==> config.mk <==
export PLATFORM = sky130hd
export DESIGN_NAME = irt_ram
export DESIGN_NICKNAME = d
export VERILOG_FILES = /design/src/design/assert_macros.svh /design/src/design/irt_ram.sv
export SDC_FILE = /design/constraint.sdc
export NUM_CORES = 1
export LEC_CHECK = 0
export ABC_AREA = 1
export BUFFER_PORTS_ARGS = -buffer_cell sky130_fd_sc_hd__buf_2
export CAP_MARGIN = 10
export CORE_MARGIN = 10
export CORE_UTILIZATION = 55
export CTS_CLUSTER_SIZE = 25
export DETAILED_ROUTE_END_ITERATION = 16
export PLACE_DENSITY_LB_ADDON = 0.12
export SETUP_SLACK_MARGIN = 0.15
export SYNTH_ARGS = -nofsm -noshare
export SYNTH_HDL_FRONTEND = slang
export SYNTH_SLANG_ARGS = --single-unit
==> constraint.sdc <==
create_clock -name clk_i -period 1.2 [get_ports clk_i]
set_clock_uncertainty 0.15 [all_clocks]
set_input_delay 0.18 -clock clk_i [delete_from_list [all_inputs] [get_ports clk_i]]
set_output_delay 0.18 -clock clk_i [all_outputs]
set_load 0.02 [all_outputs]
==> src/design/assert_macros.svh <==
// Assertion macros used by the table core.
`ifndef ASSERT_MACROS_SVH
`define ASSERT_MACROS_SVH

// Same-cycle implication, sampled on the rising clock, off during reset.
`define IRT_ASSERT_IMP(lbl, clk, rstn, ante, cons) \
  lbl: assert property (@(posedge clk) disable iff (!rstn) (ante) |-> (cons)) \
    else $error("assertion failed");

// Next-cycle implication.
`define IRT_ASSERT_NXT(lbl, clk, rstn, ante, cons) \
  lbl: assert property (@(posedge clk) disable iff (!rstn) (ante) |=> (cons)) \
    else $error("assertion failed");

`endif

==> src/design/irt_ram.sv <==
// Generic simple dual-port RAM with registered read.
`timescale 1ns / 1ps
module irt_ram #(
  parameter int unsigned Width = 8,
  parameter int unsigned Depth = 16,
  localparam int unsigned AW = (Depth > 1) ? $clog2(Depth) : 1
) (
  input  logic             clk_i,
  input  logic             we_i,
  input  logic [AW-1:0]    waddr_i,
  input  logic [Width-1:0] wdata_i,
  input  logic [AW-1:0]    raddr_i,
  output logic [Width-1:0] rdata_o
);
  logic [Width-1:0] mem_q [Depth];
  logic [Width-1:0] rdata_q;

  always_ff @(posedge clk_i) begin
    if (we_i) begin
      mem_q[waddr_i] <= wdata_i;
    end
    rdata_q <= mem_q[raddr_i];
  end

  assign rdata_o = rdata_q;
endmodule

### Word level (Yosys, flattened, before mapping)

Memories as Yosys holds them, arrays and structs flattened. A register that Yosys moved wholly into a read port is not among the register bits.
Index checks and enable logic that the tools add are counted.

| cells by class | value |
|---|---|
| $add $sub $neg | 0 |
| $mul | 0 |
| div/mod/pow operators | 0 |
| magnitude comparators | 0 |
| eq/ne operators | 0 |
| shifts and indexed selects | 0 |
| multiplexer cells | 2 |
| bitwise gates (word level) | 0 |
| reduce and logical (&&, ||, !) cells | 0 |

Operators with widths:

| operator | count |
|---|---|
| 1-bit 2-to-1 mux | 2 |

| storage, ports and cells | value |
|---|---|
| flip-flop bits (word level) | 0 |
| bits in latches | 0 |
| RAM bits | 128 |
| bits in read-only memories | 0 |
| bits of input ports | 18 |
| output and inout port bits | 8 |
| word-level logic and storage cells | 3 |
| memories | 1 |

Memories:

| memory | words | width | read ports | clocked after memory_dff | write ports | line | text |
|---|---|---|---|---|---|---|---|
| mem_q | 16 | 8 | 1 | 1 | 1 | irt_ram.sv:15 | `logic [Width-1:0] mem_q [Depth];` |

### Longest topological paths before layout

| depth | value |
|---|---|
| depth after elaboration | 2 |
| mapped depth | 8 |
| gate-level depth less buffers | 7 |

### Least setup slack after synthesis

Ideal clock, no wire load.

| timing path | value |
|---|---|
| kind | in2reg |
| start point | input port waddr_i[3] |
| end point | memory mem_q[4][0], enable pin |
| setup time | 0.370 ns |
| data arrival time | 0.761 ns |
| data required time | 0.680 ns |
| slack | -0.081 ns |
| stages on the path | 2 |
| buffers on the path | 0 |
| cell sequence | nand3b_1 nor2_1 |

RTL lines:

| item | line | text |
|---|---|---|
| start, declared | irt_ram.sv:10 | `input logic [AW-1:0] waddr_i,` |
| end, declared | irt_ram.sv:15 |  |

No word-level cell before the write port.

### Worst setup path in the final report

| timing path | value |
|---|---|
| start point | register rdata_q[2], in the netlist rdata_o[2], read port of mem_q |
| end point | output port rdata_o[2] |

RTL lines:

| item | line | text |
|---|---|---|
| start, declared | irt_ram.sv:16 | `logic [Width-1:0] rdata_q;` |
| end, declared | irt_ram.sv:13 | `output logic [Width-1:0] rdata_o` |

No word-level cell between the ends.

==> impl_metrics.py <==
metrics = {
    "status": {
        "outcome": "finished with violations",
        "violations": "negative setup slack",
    },
    "setup_path": {
        "slowest_delay_ns": 0.36,
        "required_ns": 0.87,
        "critical_path.cell_chain": "buf_6",
        "worstPathMaxFanout": 1,
        "path_delay_family": "flip-flops",
        "cp.arrival_ns": 1.00,
        "critPathKind": "register to primary output",
        "r2r.worst_path.cells": 6,
        "endpoint_kind": "primary output",
        "cp.depth": 1,
        "critPathLaunchType": "register",
        "worst-path-buf-inv": 1,
        "crit_slowest_cell": "dfxtp_4",
    },
    "sta": {
        "setup_violations": 8,
        "tightest_slew_ns": 0.4596,
        "layout_setup_ws_ns": -0.1345,
        "relSlewSlack_pct": 69.26,
        "finalSetupTns_ns": -0.7698,
        "finalCritPeriodShare_pct": 111.2,
        "hold_violations": 0,
        "slew_violations": 0,
        "rsz0062_at_grt": "yes",
        "whs_ns": 0.03722,
        "fmax_mhz": 749.4,
        "finalCriticalPeriod_ns": 1.334,
    },
    "final_layout": {
        "area_growth_syn_to_layout_pct": 30.51,
        "fill_cells": 745,
        "fin_area_um2": 7526,
        "seqCellArea_um2": 4016,
        "fin_util_pct": 73.23,
        "antenna_cells": 0,
        "nNetsFinal": 635,
        "multiInputGateArea_um2": 1689,
        "drive_gt1_share_pct": 32.86,
    },
    "pwr": {
        "power_frac_comb_pct": 8.8,
        "swShare_pct": 21.81,
        "peakVddDrop_uv": 1045,
        "power_per_cell_area_nw_per_um2": 1516,
        "switchingPower_w": 0.002489,
        "p_leak_nw": 3.227,
        "power.internal_w": 0.008922,
        "p_clk_share_pct": 44.2,
        "seq_power_share_pct": 47.0,
    },
    "die": {
        "dieWidth_um": 122.4,
        "die_h_um": 122.4,
        "die-area_um2": 14980,
        "coreArea_um2": 10280,
        "num_rows": 37,
        "pin_count": 26,
        "initial_core_util_pct": 56.11,
    },
    "clock_network": {
        "cts_setup_buffers": 0,
        "clkSinkCount": 136,
        "tritoncts": "built",
        "clock_latency_ns": 0.52,
        "clockBufferDepth": 2,
        "cts_buffers": 17,
        "htree_levels": 4,
        "clk_pin_slew_worst_paths_ns": 0.06,
        "cts_root_buf": "clkbuf_8",
    },
    "route": {
        "vias": 4050,
        "viasPerCell": 5.287,
        "drc": 0,
        "routed_wl_um": 14220,
        "drt_iter0_drc": 341,
        "ant_nets": 0,
        "first_pass_iters": 7,
        "avgRoutedWirePerCell_um": 18.56,
    },
    "grt": {
        "antenna_found_initial": 0,
        "grt_pass1_vias": 4113,
        "grt_start_max_net_pins": 33,
        "grt_use_total_pct": 19.92,
        "grt_first_pass_wirelength_um": 22220,
        "overflow": 0,
    },
    "logic_synthesis": {
        "synth_seq_cells": 136,
        "synth_cell_type_count": 12,
        "ys_seq_area_share_pct": 69.43,
        "netlist_instances": 551,
        "syn-cell-area_um2": 5767,
        "syn_area_per_cell_um2": 10.47,
        "synth_area_leaders": "edfxtp_1 (67%), nand2_1 (11%), nand3_1 (8.4%)",
        "yosysWarningCount": 0,
        "synth_top_cell_area_share_pct": 66.65,
        "yosysTopAreaCell": "edfxtp_1",
        "synth.net_count": 569,
    },
    "placement": {
        "gp_congestion": 0.8554,
        "port_buffers": 25,
        "place_area_um2": 6419,
        "hpwl_um": 8926,
    },
    "hold_path": {
        "hold_depth": 4,
        "worstHoldPathType": "input pin to register",
    },
    "run": {
        "maxCapViolCount": 0,
    },
}
[power groups by stage]
stage          logic (W)  registers, W  clock network, W
2_1_floorplan   0.000402       0.00547                 0
3_3_place_gp    0.000817       0.00544                 0
3_5_place_dp    0.000827       0.00545                 0
4_1_cts         0.000945       0.00536           0.00509
5_1_grt          0.00108       0.00537           0.00531
6_report         0.00100       0.00536           0.00505
[layer usage]
layer	vias to the layer above	share of wire (%)	track usage, %
li1	1915	-	-
met1	1958	42	25.85
met2	164	50	32.30
met3	13	6.9	4.729
met4	0	1.1	6.775
met5	-	0	0
[layout make-up]
| type | instances | area share (%) |
|---|---|---|
| tap | 136 | 2.261 |
| timing repair buffer | 71 | 9.077 |
| inverter | 102 | 5.087 |
| sequential | 136 | 53.37 |
| clock inverter | 7 | 1.197 |
| multi-input combinational | 289 | 22.44 |
| clock buffer | 25 | 6.567 |
[synthesized netlist by cell type]
library cell	instances
buf_4	4
nand3b_1	2
buf_2	13
edfxtp_1	128
inv_1	100
buf_1	1
buf_6	6
dfxtp_1	8
nor2_1	17
nand3_1	97
nand2_1	173
inv_2	2
[worst paths after layout]
check / end / startpoint / slack, ns
worst min-delay path: rdata_o[0]$_DFF_P_ / raddr_i[3] / 0.04
worst max-delay path: rdata_o[2] / rdata_o[2]$_DFF_P_ / -0.13
worst min register to register: rdata_o[7]$_DFF_P_ / mem_q[10][7]$_DFFE_PP_ / 0.51
worst max register to register: rdata_o[3]$_DFF_P_ / mem_q[14][3]$_DFFE_PP_ / 0.09
[placed cells by master, fill, tap and decap left out, drive strengths merged, types with 3 or more instances in the layout]
cell         synthesis  layout
inv                102     102
nand2              173     173
nor2                17      17
clkbuf               0      25
dfxtp                8       8
buf                 24      61
dlygate4sd3          0      10
clkinv               0       3
nand3               97      97
edfxtp             128     128
[state kept, by name, indices dropped and copies added (netlist names)]
register	flops
rdata_o	8
mem_q	128
[stage by stage]
step / worst slack [ns] / cells / total power, W
6_report: -0.1345 / 766 / 0.01141
5_1_grt: -0.1594 / 766 / 0.01176
4_1_cts: -0.1559 / 766 / 0.01139
3_3_place_gp: -0.1975 / 724 / 0.006260
2_1_floorplan: -0.003641 / 551 / 0.005876
3_5_place_dp: -0.2028 / 724 / 0.006273
[cell families (layout without fill, tap and decap cells)]
group,after synthesis,in the layout,synth area share (%)
DFF,136,136,69.43
buffers and inverters,126,205,9.525
and+or+nand+nor,289,289,21.05
[timing repair]
action / 4_1_cts / 5_1_grt
pin swaps: 28 / 24
setup endpoints to repair: 16 / 16
hold endpoints to repair: 136 / 0
hold buffers: 10 / 0
gates resized for setup: 61 / 48
(Power assumes the default switching activity.)
